`config.mk`:
```
export PLATFORM = sky130hd
export DESIGN_NAME = bifid_square_encrypt_core
export DESIGN_NICKNAME = d
export VERILOG_FILES = /design/src/rtl/core/bse_pkg.sv /design/src/rtl/core/bse_ctrl.sv /design/src/rtl/core/bse_dp.sv /design/src/rtl/core/bifid_square_encrypt_core.sv
export SDC_FILE = /design/constraint.sdc
export NUM_CORES = 1
export LEC_CHECK = 0
export BUFFER_PORTS_ARGS = -buffer_cell sky130_fd_sc_hd__buf_4
export CAP_MARGIN = 20
export CORE_UTILIZATION = 45
export CTS_CLUSTER_SIZE = 25
export DETAILED_ROUTE_END_ITERATION = 10
export SYNTH_ARGS = -nofsm -noshare
export SYNTH_HDL_FRONTEND = slang
export SYNTH_HIERARCHICAL = 1
export SYNTH_SLANG_ARGS = --single-unit
export TNS_END_PERCENT = 10
```
`constraint.sdc`:
```
create_clock -name i_clk -period 4.2 [get_ports i_clk]
set_input_delay 0 -clock i_clk [delete_from_list [all_inputs] [get_ports i_clk]]
set_output_delay 0 -clock i_clk [all_outputs]
set_load 0.03 [all_outputs]
```
`src/rtl/core/bse_pkg.sv`:
```
`default_nettype none

package bse_pkg;

    localparam int DEF_SIDE    = 6;
    localparam int DEF_MAX_LEN = 64;

    localparam int SYM_W  = 8;
    localparam int CELL_W = 6;
    localparam int KIND_W = 2;

    // item kinds carried on tuser
    localparam logic [KIND_W-1:0] KIND_LOAD = 2'd0;
    localparam logic [KIND_W-1:0] KIND_MSG  = 2'd1;
    localparam logic [KIND_W-1:0] KIND_FIN  = 2'd2;

    typedef struct packed {
        logic cap;        // capture the message symbol
        logic sq_wr;      // write one square cell from the input item
        logic scan_clr;   // restart the square scan
        logic scan_inc;   // advance the square scan
        logic sel_pair;   // read the square at the pair index
        logic sq_hold;    // hold the square read data
        logic store;      // append row and column of the scan position
        logic seq_clr;    // restart the coordinate walk
        logic coord_inc;  // advance the coordinate walk
        logic latch_r;    // hold the row half of a pair
        logic emit;       // load the output register
        logic len_clr;    // empty the message
    } t_cmd;

    typedef struct packed {
        logic match;
        logic scan_last;
        logic full;
        logic empty;
        logic out_free;
        logic seq_done;
    } t_sts;

endpackage

`default_nettype wire

```
`src/rtl/core/bse_ctrl.sv`:
```
`default_nettype none

module bse_ctrl
    import bse_pkg::*;
(
    input  wire logic              i_clk,
    input  wire logic              i_rst_n,
    input  wire logic              i_tvalid,
    input  wire logic [KIND_W-1:0] i_kind,
    input  wire t_sts              i_sts,
    output logic                   o_tready,
    output t_cmd                   o_cmd
);

    localparam logic [2:0] ST_IDLE  = 3'd0;
    localparam logic [2:0] ST_LREAD = 3'd1;
    localparam logic [2:0] ST_LCMP  = 3'd2;
    localparam logic [2:0] ST_E0    = 3'd3;
    localparam logic [2:0] ST_E1    = 3'd4;
    localparam logic [2:0] ST_E2    = 3'd5;
    localparam logic [2:0] ST_E3    = 3'd6;

    logic [2:0] r_state;
    logic [2:0] n_state;
    logic       accept;

    assign o_tready = (r_state == ST_IDLE);
    assign accept   = i_tvalid && o_tready;

    always_comb begin
        n_state = r_state;
        o_cmd   = '0;
        case (r_state)
            ST_IDLE: begin
                if (accept) begin
                    case (i_kind)
                        KIND_LOAD: begin
                            o_cmd.sq_wr = 1'b1;
                        end
                        KIND_MSG: begin
                            o_cmd.cap      = 1'b1;
                            o_cmd.scan_clr = 1'b1;
                            if (!i_sts.full) begin
                                n_state = ST_LREAD;
                            end
                        end
                        KIND_FIN: begin
                            o_cmd.seq_clr = 1'b1;
                            if (!i_sts.empty) begin
                                n_state = ST_E0;
                            end
                        end
                        default: begin
                        end
                    endcase
                end
            end
            ST_LREAD: begin
                n_state = ST_LCMP;
            end
            ST_LCMP: begin
                if (i_sts.match) begin
                    o_cmd.store = 1'b1;
                    n_state     = ST_IDLE;
                end else if (i_sts.scan_last) begin
                    n_state = ST_IDLE;
                end else begin
                    o_cmd.scan_inc = 1'b1;
                    n_state        = ST_LREAD;
                end
            end
            ST_E0: begin
                o_cmd.coord_inc = 1'b1;
                n_state         = ST_E1;
            end
            ST_E1: begin
                o_cmd.latch_r   = 1'b1;
                o_cmd.coord_inc = 1'b1;
                n_state         = ST_E2;
            end
            ST_E2: begin
                o_cmd.sel_pair = 1'b1;
                n_state        = ST_E3;
            end
            ST_E3: begin
                // keep the pair's symbol while the output register is busy
                o_cmd.sq_hold = 1'b1;
                if (i_sts.out_free) begin
                    o_cmd.emit = 1'b1;
                    if (i_sts.seq_done) begin
                        o_cmd.len_clr = 1'b1;
                        n_state       = ST_IDLE;
                    end else begin
                        n_state = ST_E0;
                    end
                end
            end
            default: begin
                n_state = ST_IDLE;
            end
        endcase
    end

    always_ff @(posedge i_clk) begin
        if (!i_rst_n) begin
            r_state <= ST_IDLE;
        end else begin
            r_state <= n_state;
        end
    end

endmodule

`default_nettype wire

```
`src/rtl/core/bse_dp.sv`:
```
`default_nettype none

module bse_dp
    import bse_pkg::*;
#(
    parameter int SIDE    = DEF_SIDE,
    parameter int MAX_LEN = DEF_MAX_LEN
) (
    input  wire logic              i_clk,
    input  wire logic              i_rst_n,
    input  wire t_cmd              i_cmd,
    input  wire logic [CELL_W-1:0] i_cell,
    input  wire logic [SYM_W-1:0]  i_symbol,
    input  wire logic              i_tready,
    output t_sts                   o_sts,
    output logic                   o_tvalid,
    output logic [SYM_W-1:0]       o_tdata,
    output logic                   o_tlast
);

    localparam int CELLS = SIDE * SIDE;
    localparam int IW    = $clog2(CELLS);
    localparam int CW    = $clog2(SIDE);
    localparam int AW    = $clog2(MAX_LEN);
    localparam int LW    = $clog2(MAX_LEN + 1);
    localparam int JW    = LW + 1;

    localparam logic [IW-1:0]     LAST_CELL = IW'(CELLS - 1);
    localparam logic [IW-1:0]     SIDE_W    = IW'(SIDE);
    localparam logic [CW-1:0]     LAST_COL  = CW'(SIDE - 1);
    localparam logic [LW-1:0]     FULL_LEN  = LW'(MAX_LEN);
    localparam logic [CELL_W:0]   CELL_LIM  = (CELL_W + 1)'(CELLS);

    // keyed square, unloaded cells read as zero through the valid bits
    logic [SYM_W-1:0] r_sq_mem [CELLS];
    logic [CELLS-1:0] r_sq_vld;
    logic [SYM_W-1:0] r_sq_q;
    logic             r_sq_qv;
    logic [IW-1:0]    sq_addr;
    logic [SYM_W-1:0] sq_val;
    logic             cell_ok;

    // scan position and its coordinates
    logic [IW-1:0]    r_scan;
    logic [CW-1:0]    r_srow;
    logic [CW-1:0]    r_scol;
    logic [SYM_W-1:0] r_sym;

    // stored coordinates
    logic [CW-1:0]    r_row_mem [MAX_LEN];
    logic [CW-1:0]    r_col_mem [MAX_LEN];
    logic [CW-1:0]    r_row_q;
    logic [CW-1:0]    r_col_q;
    logic             r_in_row;
    logic [LW-1:0]    r_len;
    logic [JW-1:0]    r_j;
    logic [JW-1:0]    col_off;
    logic [CW-1:0]    coord;
    logic [CW-1:0]    r_first;
    logic [IW-1:0]    pair_idx;

    logic             r_out_vld;
    logic [SYM_W-1:0] r_out_data;
    logic             r_out_last;

    assign cell_ok  = ({1'b0, i_cell} < CELL_LIM);
    assign coord    = r_in_row ? r_row_q : r_col_q;
    assign pair_idx = IW'(r_first) * SIDE_W + IW'(coord);
    assign sq_addr  = i_cmd.sel_pair ? pair_idx : r_scan;
    assign sq_val   = r_sq_qv ? r_sq_q : '0;
    assign col_off  = r_j - JW'(r_len);

    always_ff @(posedge i_clk) begin
        if (i_cmd.sq_wr && cell_ok) begin
            r_sq_mem[i_cell[IW-1:0]] <= i_symbol;
        end
        if (!i_cmd.sq_hold) begin
            r_sq_q <= r_sq_mem[sq_addr];
        end
    end

    always_ff @(posedge i_clk) begin
        if (!i_rst_n) begin
            r_sq_vld <= '0;
            r_sq_qv  <= 1'b0;
        end else begin
            if (i_cmd.sq_wr && cell_ok) begin
                r_sq_vld[i_cell[IW-1:0]] <= 1'b1;
            end
            if (!i_cmd.sq_hold) begin
                r_sq_qv <= r_sq_vld[sq_addr];
            end
        end
    end

    always_ff @(posedge i_clk) begin
        if (i_cmd.cap) begin
            r_sym <= i_symbol;
        end
        if (i_cmd.scan_clr) begin
            r_scan <= '0;
            r_srow <= '0;
            r_scol <= '0;
        end else if (i_cmd.scan_inc) begin
            r_scan <= r_scan + 1'b1;
            if (r_scol == LAST_COL) begin
                r_scol <= '0;
                r_srow <= r_srow + 1'b1;
            end else begin
                r_scol <= r_scol + 1'b1;
            end
        end
    end

    always_ff @(posedge i_clk) begin
        if (i_cmd.store) begin
            r_row_mem[r_len[AW-1:0]] <= r_srow;
            r_col_mem[r_len[AW-1:0]] <= r_scol;
        end
        r_row_q  <= r_row_mem[r_j[AW-1:0]];
        r_col_q  <= r_col_mem[col_off[AW-1:0]];
        r_in_row <= (r_j < JW'(r_len));
        if (i_cmd.latch_r) begin
            r_first <= coord;
        end
        if (i_cmd.seq_clr) begin
            r_j <= '0;
        end else if (i_cmd.coord_inc) begin
            r_j <= r_j + 1'b1;
        end
    end

    always_ff @(posedge i_clk) begin
        if (!i_rst_n) begin
            r_len <= '0;
        end else if (i_cmd.len_clr) begin
            r_len <= '0;
        end else if (i_cmd.store) begin
            r_len <= r_len + 1'b1;
        end
    end

    always_ff @(posedge i_clk) begin
        if (!i_rst_n) begin
            r_out_vld <= 1'b0;
        end else if (i_cmd.emit) begin
            r_out_vld <= 1'b1;
        end else if (i_tready) begin
            r_out_vld <= 1'b0;
        end
    end

    always_ff @(posedge i_clk) begin
        if (i_cmd.emit) begin
            r_out_data <= sq_val;
            r_out_last <= o_sts.seq_done;
        end
    end

    assign o_sts.match     = (sq_val == r_sym);
    assign o_sts.scan_last = (r_scan == LAST_CELL);
    assign o_sts.full      = (r_len == FULL_LEN);
    assign o_sts.empty     = (r_len == '0);
    assign o_sts.out_free  = !r_out_vld || i_tready;
    assign o_sts.seq_done  = (r_j == {r_len, 1'b0});

    assign o_tvalid = r_out_vld;
    assign o_tdata  = r_out_data;
    assign o_tlast  = r_out_last;

endmodule

`default_nettype wire

```
`src/rtl/core/bifid_square_encrypt_core.sv`:
```
// Channel | Dir | tdata (low bit up)                   | tuser   | tlast
// s       | in  | cell_req[5:0], symbol[13:6], 0[15:14] | kind    | -
// m       | out | cipher_symbol[7:0]                    | -       | last
//
// Steps: a load item writes one cell. A message symbol, unless the message is full, scans
// the square one cell at a time through its single read port, a read then a compare per cell.
// A finish item emits its results one at a time, each through two reads of the coordinate
// stores, one square read and one load of the output register.
// Reset: synchronous, active low; clears the square valid bits, the length, the
// controller and the output valid. Coordinate stores are left as they are.
// Stalls: a held result freezes the emission walk; the next item is taken while
// the final result of a message still waits in the output register.
`default_nettype none

module bifid_square_encrypt_core
    import bse_pkg::*;
#(
    parameter int SIDE    = DEF_SIDE,
    parameter int MAX_LEN = DEF_MAX_LEN
) (
    input  wire logic              i_clk,
    input  wire logic              i_rst_n,
    input  wire logic              i_s_tvalid,
    output logic                   o_s_tready,
    input  wire logic [15:0]       i_s_tdata,   // cell_req[5:0], symbol[13:6]
    input  wire logic [KIND_W-1:0] i_s_tuser,   // kind[1:0]
    output logic                   o_m_tvalid,
    input  wire logic              i_m_tready,
    output logic [SYM_W-1:0]       o_m_tdata,   // cipher_symbol[7:0]
    output logic                   o_m_tlast
);

    t_cmd cmd;
    t_sts sts;

    // sequencer: load, scan and emission steps
    bse_ctrl u_ctrl (
        .i_clk    (i_clk),
        .i_rst_n  (i_rst_n),
        .i_tvalid (i_s_tvalid),
        .i_kind   (i_s_tuser),
        .i_sts    (sts),
        .o_tready (o_s_tready),
        .o_cmd    (cmd)
    );

    // square, coordinate stores, counters and output register
    bse_dp #(
        .SIDE    (SIDE),
        .MAX_LEN (MAX_LEN)
    ) u_dp (
        .i_clk    (i_clk),
        .i_rst_n  (i_rst_n),
        .i_cmd    (cmd),
        .i_cell   (i_s_tdata[CELL_W-1:0]),
        .i_symbol (i_s_tdata[CELL_W+SYM_W-1:CELL_W]),
        .i_tready (i_m_tready),
        .o_sts    (sts),
        .o_tvalid (o_m_tvalid),
        .o_tdata  (o_m_tdata),
        .o_tlast  (o_m_tlast)
    );

endmodule

`default_nettype wire

```
**Word-level counts from Yosys, hierarchy flattened**

Memory sizes are Yosys's and may differ from the RTL's. A register that Yosys moved wholly into a read port is not among the register bits.
Cells that the tools add are included.

- Memories kept: 3
- Register bits after elaboration: 89
- Logic and storage cells: 106
- RAM bits: 672
- Output and inout port bits: 11

Memory list:

| name | words | width | read ports | clocked after Yosys merged registers in | write ports | line | text |
|---|---|---|---|---|---|---|---|
| u_dp.r_sq_mem | 36 | 8 | 1 | 1 | 1 | bse_dp.sv:35 | `logic [SYM_W-1:0] r_sq_mem [CELLS];` |
| u_dp.r_col_mem | 64 | 3 | 1 | 1 | 1 | bse_dp.sv:51 | `logic [CW-1:0] r_col_mem [MAX_LEN];` |
| u_dp.r_row_mem | 64 | 3 | 1 | 1 | 1 | bse_dp.sv:50 | `logic [CW-1:0] r_row_mem [MAX_LEN];` |

- $lt $le $gt $ge: 5
- Bitwise gates (word level): 2
- Equality and inequality tests: 18
- Reduce and logical (&&, ||, !) cells: 14
- $mul: 1
- Multiplexer cells: 42
- $add $sub $neg: 7

Operator list:

| kind | number |
|---|---|
| $or A36 B36 Y36 | 1 |
| $mux W1 | 25 |
| $mux W3 | 8 |
| $pmux W3 S7 | 1 |
| $eq A8 B8 Y1 | 2 |
| $lt A6 B7 Y1 const B | 2 |
| $eq A3 B3 Y1 const B | 4 |
| $ne A3 B3 Y1 const B | 3 |
| $add A8 B1 Y8 const B | 1 |
| $lt A8 B7 Y1 | 1 |
| $mux W8 | 1 |
| $add A7 B1 Y7 const B | 1 |
| $eq A7 B7 Y1 const B | 1 |
| $logic_not A7 Y1 | 1 |
| $add A3 B1 Y3 const B | 2 |
| $add A6 B1 Y6 const B | 1 |
| $add A6 B3 Y6 | 1 |
| $bmux W1 S6 | 1 |
| $demux W1 S6 | 1 |
| $eq A3 B2 Y1 const B | 2 |
| $eq A6 B6 Y1 const B | 1 |
| $ge A6 B1 Y1 const B | 1 |
| $lt A6 B6 Y1 const B | 1 |
| $mux W2 | 3 |
| other kinds (18) | 23 |

**Logic depth before layout (Yosys ltp)**

- Depth in word-level cells: 7
- Mapped depth: 12
- Gate-level depth less buffers: 10

**Cells and area by module**

Netlist, hierarchy kept.

Modules (own cells, without submodules):

| module | cells an instance | times used | area each (um^2) |
|---|---|---|---|
| bse_dp | 1753 | 1 | 30603.1 |
| bse_ctrl | 39 | 1 | 315.3 |

**Worst setup path before layout**

OpenSTA, ideal clock, no wires.

- Kind: flip-flop to flip-flop
- Start point: register u_dp.r_j[1]
- End point: register u_dp.r_col_q[0], read port of u_dp.r_col_mem
- Buffers on the path: 4
- Arrival: 3483 ps
- Stages on the path, launching flop included: 10
- Path slack: 582 ps
- Clock period less this slack: 3618 ps
- Setup time: 134 ps
- Cell sequence: dfxtp_1 > clkbuf_1 > buf_1 > inv_1 > fa_1 > clkbuf_1 > clkbuf_1 > mux4_2 > mux4_2 > mux4_2

- Longest elaborated chain between the ends: 1

Ends and longest elaborated chain:

| item | line | text |
|---|---|---|
| from (decl) | bse_dp.sv:56 | `logic [JW-1:0] r_j;` |
| from (signal assigned) | bse_dp.sv:129 | `r_j <= r_j + 1'b1;` |
| $sub A6 B6 Y6 | bse_dp.sv:71 | `assign col_off = r_j - JW'(r_len);` |
| to (decl) | bse_dp.sv:53 | `logic [CW-1:0] r_col_q;` |

No other way between the ends.
A chain may end at the register's enable or synchronous reset.

==> results.md <==
- Top Ports: 33
- Fin crit period: between 3000 and 4000 ps
- Largest net degree at the start of global routing: 84
- Routed WL: between 60 and 70 mm
- Area post-placement: 32500 um2
- Asr flop ratio synth: 0
- Initial DRC Count: about 1800
- Synth top area cells: edfxtp_1 68%, mux4_2 12%, dfxtp_1 4.9%, nand2_1 2.6%, nor2_1 1.6%
- Clock Sinks: approximately 780
- Reg2Reg Depth: 8
- Ratio of cells with drive above 1 in the final layout: 0.214
- Initial Util: 0.457
- Final hold vios: 0
- Slew Viols, Final: 0
- Clock-pin slew on the worst setup and hold paths: roughly 60 ps
- Cell internal pwr: approximately 14 mW
- Unique masters post-synth: between 50 and 60
- DP HPWL: 44.1 mm
- Most frequent cells in the layout: 700 x edfxtp_1, 215 x nand2_1, 162 x mux4_2, 130 x nor2_1, 98 x buf_4
- Global-route wire length before repair: about 100 mm
- Antenna-violating nets left: 0
- Hold EP: u_dp/r_sq_mem[35][3]$_DFFE_PP_
- TritonRoute pass-1 iters: 7
- Post-route cell area: roughly 35000 um2
- Routed wl met3: 5.08 mm
- DRC errors left: 0
- Number of synthesized flops with an enable pin: 700
- Switching Fraction: 0.246
- Synth warn: 6
- Setup violators final: 0
- Rows: 95
- Vias in the first global route: ~16000
- Fmax: 281 MHz
- Most common cell after layout, fill and taps aside: edfxtp_1
- Critical R2R Capture: u_dp/r_row_mem[30][2]$_DFFE_PP_
- Leakage: about 12 nW
- Main synth FF type: edfxtp_1
- Final Skew: about 27 ps
- Synth area leader: edfxtp_1
- Psw: approximately 4.5 mW
- Slew Limit Headroom: 0.328
- Clock Latency Late Sink: 630 ps
- Vias per cell: just under 6
- Max Root-Sink Buffers: 3
- Crit share post-route: 0.849
- CTS tree: done
- Peak VDD IR: 0.000323 V
- Crit path launch type: flip-flop
- DR WL met2: ~31 mm
- Wire length on met1: 32.2 mm
- Final nets: about 1900
- WL per Instance: around 24 um
- Hold wc startpoint: i_s_tdata[4]
- Chip height: approximately 260 um
- Combinational Power Share: 0.135
- Worst-path maximum fanout: 9
- WHS Path Cells: 4
- Synth Cell Area: roughly 31000 um2
- Gpl congestion: 0.815
- Core Footprint: ~68000 um2
- Reg power frac: 0.475
- Power per cell area: between 500 and 600 nW/um2
- Tot GR Track Use: 0.202
- Status: finished clean
- CP Capture Type: flip-flop
- Net count after synthesis: 1834
- Grt ovf: 0
- RSZ-0062 raised after global routing: no
- Setup tns final: 0 ps
- Via count: roughly 17000
- Final worst slack: between 600 and 700 ps
- CTS H-tree depth: 3
- Initial antenna violation count: 4
- DIE AREA: about 70000 um2
- Cts bufs inserted: between 80 and 90
- Design Power: around 18 mW
- Placed Instances: roughly 2700
- Slack of the worst reg-to-reg path: between 600 and 700 ps
- Crit path arrival time: roughly 3800 ps
- Worst-margin pin slew: about 1000 ps
- Root Driver: clkbuf_16
- WS Path Type: flip-flop to flip-flop
- R2r startpoint: u_dp/r_sq_qv$_SDFFE_PN0N_
- Post-CTS sizing: 0
- Place WS: around 670 ps
- MaxCap Viol Count: 0
- Syn Area/Cell: between 15 and 20 um2
- Share of Yosys cell area claimed by the top area cell type: 0.680
- Sequential-to-total area share from yosys stat: 0.728
- Yosys reg bits: about 780
- Worst hold path class: primary input to flip-flop
- Port Buffers: 30
- Clk network pwr share: 0.390
- Required time of the critical path: ~4500 ps
- Area Growth Syn to Fin: 14.3%
- Highest metal used: met5
- Post-route insts no fill: between 2000 and 3000
- Mapped Cells: between 1500 and 2000
- Chip Width: about 260 um
[metrics by stage]
stage | hold WS, ps | utilization
final | 50.3 | 0.523
after global placement | 339 | 0.480
after global routing | 67.1 | 0.523
after detailed placement | 357 | 0.480
after CTS | 5.02 | 0.522
after floorplan | 98.9 | -
[Yosys cell counts (10+ instances only)]
master,instances
nand4_1,14
buf_2,19
and3_1,20
mux4_2,162
a21oi_1,25
nor3_1,10
edfxtp_1,700
and2_1,10
ha_1,17
xor2_1,10
nor2_1,130
a22oi_1,16
dfxtp_1,75
inv_1,16
xnor2_1,29
nand2_1,215
buf_1,14
clkbuf_1,54
o21ai_0,26
nand3_1,73
a311oi_1,24
o21a_1,37
[kinds of logic (layout without fill, tap and decap cells)]
kind of cell / count (synthesis) / after routing / share of synthesized area
buffers and inverters: 117 / 295 / 0.0175
XOR/XNOR: 39 / 39 / 0.0110
flip-flops: 775 / 775 / 0.728
other: 0 / 2 / 0
AND/OR/NAND/NOR: 513 / 513 / 0.0746
multiplexers: 178 / 178 / 0.125
AO/OA/AOI/OAI: 150 / 150 / 0.0344
adder cells (fa/ha/maj): 20 / 20 / 0.00882
[how the worst max path moves through the flow]
stage,start,end,slack [ps],cells after the start
3_5_place_dp,u_ctrl/r_state[0]$_SDFFE_PN0P_,u_dp/r_sq_q[7]$_DFFE_PN_,670,7
3_3_place_gp,u_ctrl/r_state[0]$_SDFFE_PN0P_,u_dp/r_sq_q[7]$_DFFE_PN_,670,7
4_1_cts,u_ctrl/r_state[0]$_SDFFE_PN0P_,u_dp/r_sq_q[7]$_DFFE_PN_,670,7
6_report,u_dp/r_sq_qv$_SDFFE_PN0N_,u_dp/r_row_mem[30][2]$_DFFE_PP_,640,8
5_1_grt,u_dp/r_sq_qv$_SDFFE_PN0N_,u_dp/r_row_mem[22][1]$_DFFE_PP_,440,8
2_1_floorplan,u_dp/r_j[1]$_SDFFE_PP0P_,u_dp/r_col_q[0]$_DFF_P_,580,9
[registers in the layout, indices dropped and copies added (netlist names), 6 cells and up]
register and flops:
u_dp/r_sq_mem 288, u_dp/o_tdata 8, u_dp/r_col_mem 192, u_dp/r_sq_vld 36, u_dp/r_row_mem 192, u_dp/r_j 8
u_dp/r_sym 8, u_dp/r_len 7, u_dp/r_sq_q 8, u_dp/r_scan 6
[metal layers]
metal,vias to the layer above,GRT usage
li1,7255,-
met1,8608,0.312
met2,557,0.293
met3,94,0.0412
met4,4,0.0533
met5,-,0
[power groups by stage]
stage	Combinational [mW]	Sequential, mW	Clock, mW
2_1_floorplan	1.65	8.86	0
3_3_place_gp	2.44	8.88	0
3_5_place_dp	2.46	8.89	0
4_1_cts	2.48	8.72	7.31
5_1_grt	2.66	8.73	7.62
6_report	2.48	8.72	7.17
[critical path: stages (launching register included)]
cell,delay [ps]
dfxtp_1,420
and2_1,220
xnor2_1,140
nand4_1,110
nor2_1,300
and3_1,490
nor2b_1,320
nand3_1,490
nor2_1,680
[layout make-up]
class | count | area (um2)
sequential | 775 | 22500
antenna | 2 | 5.00
multi-input combinational | 900 | 7920
fill | 5334 | 32300
tap | 873 | 1090
clock inverter | 44 | 433
inverter | 20 | 75.1
clock buffer | 110 | 2260
timing repair buffer | 121 | 1030
[what timing repair did]
| action | CTS | global route |
|---|---|---|
| endpoints found under the hold margin | 377 | 0 |
| hold buffers | 17 | 0 |
| setup endpoints to repair | 0 | 0 |
| buffers inserted | 0 | 0 |
Note: power is estimated with default switching activity, not from simulation.
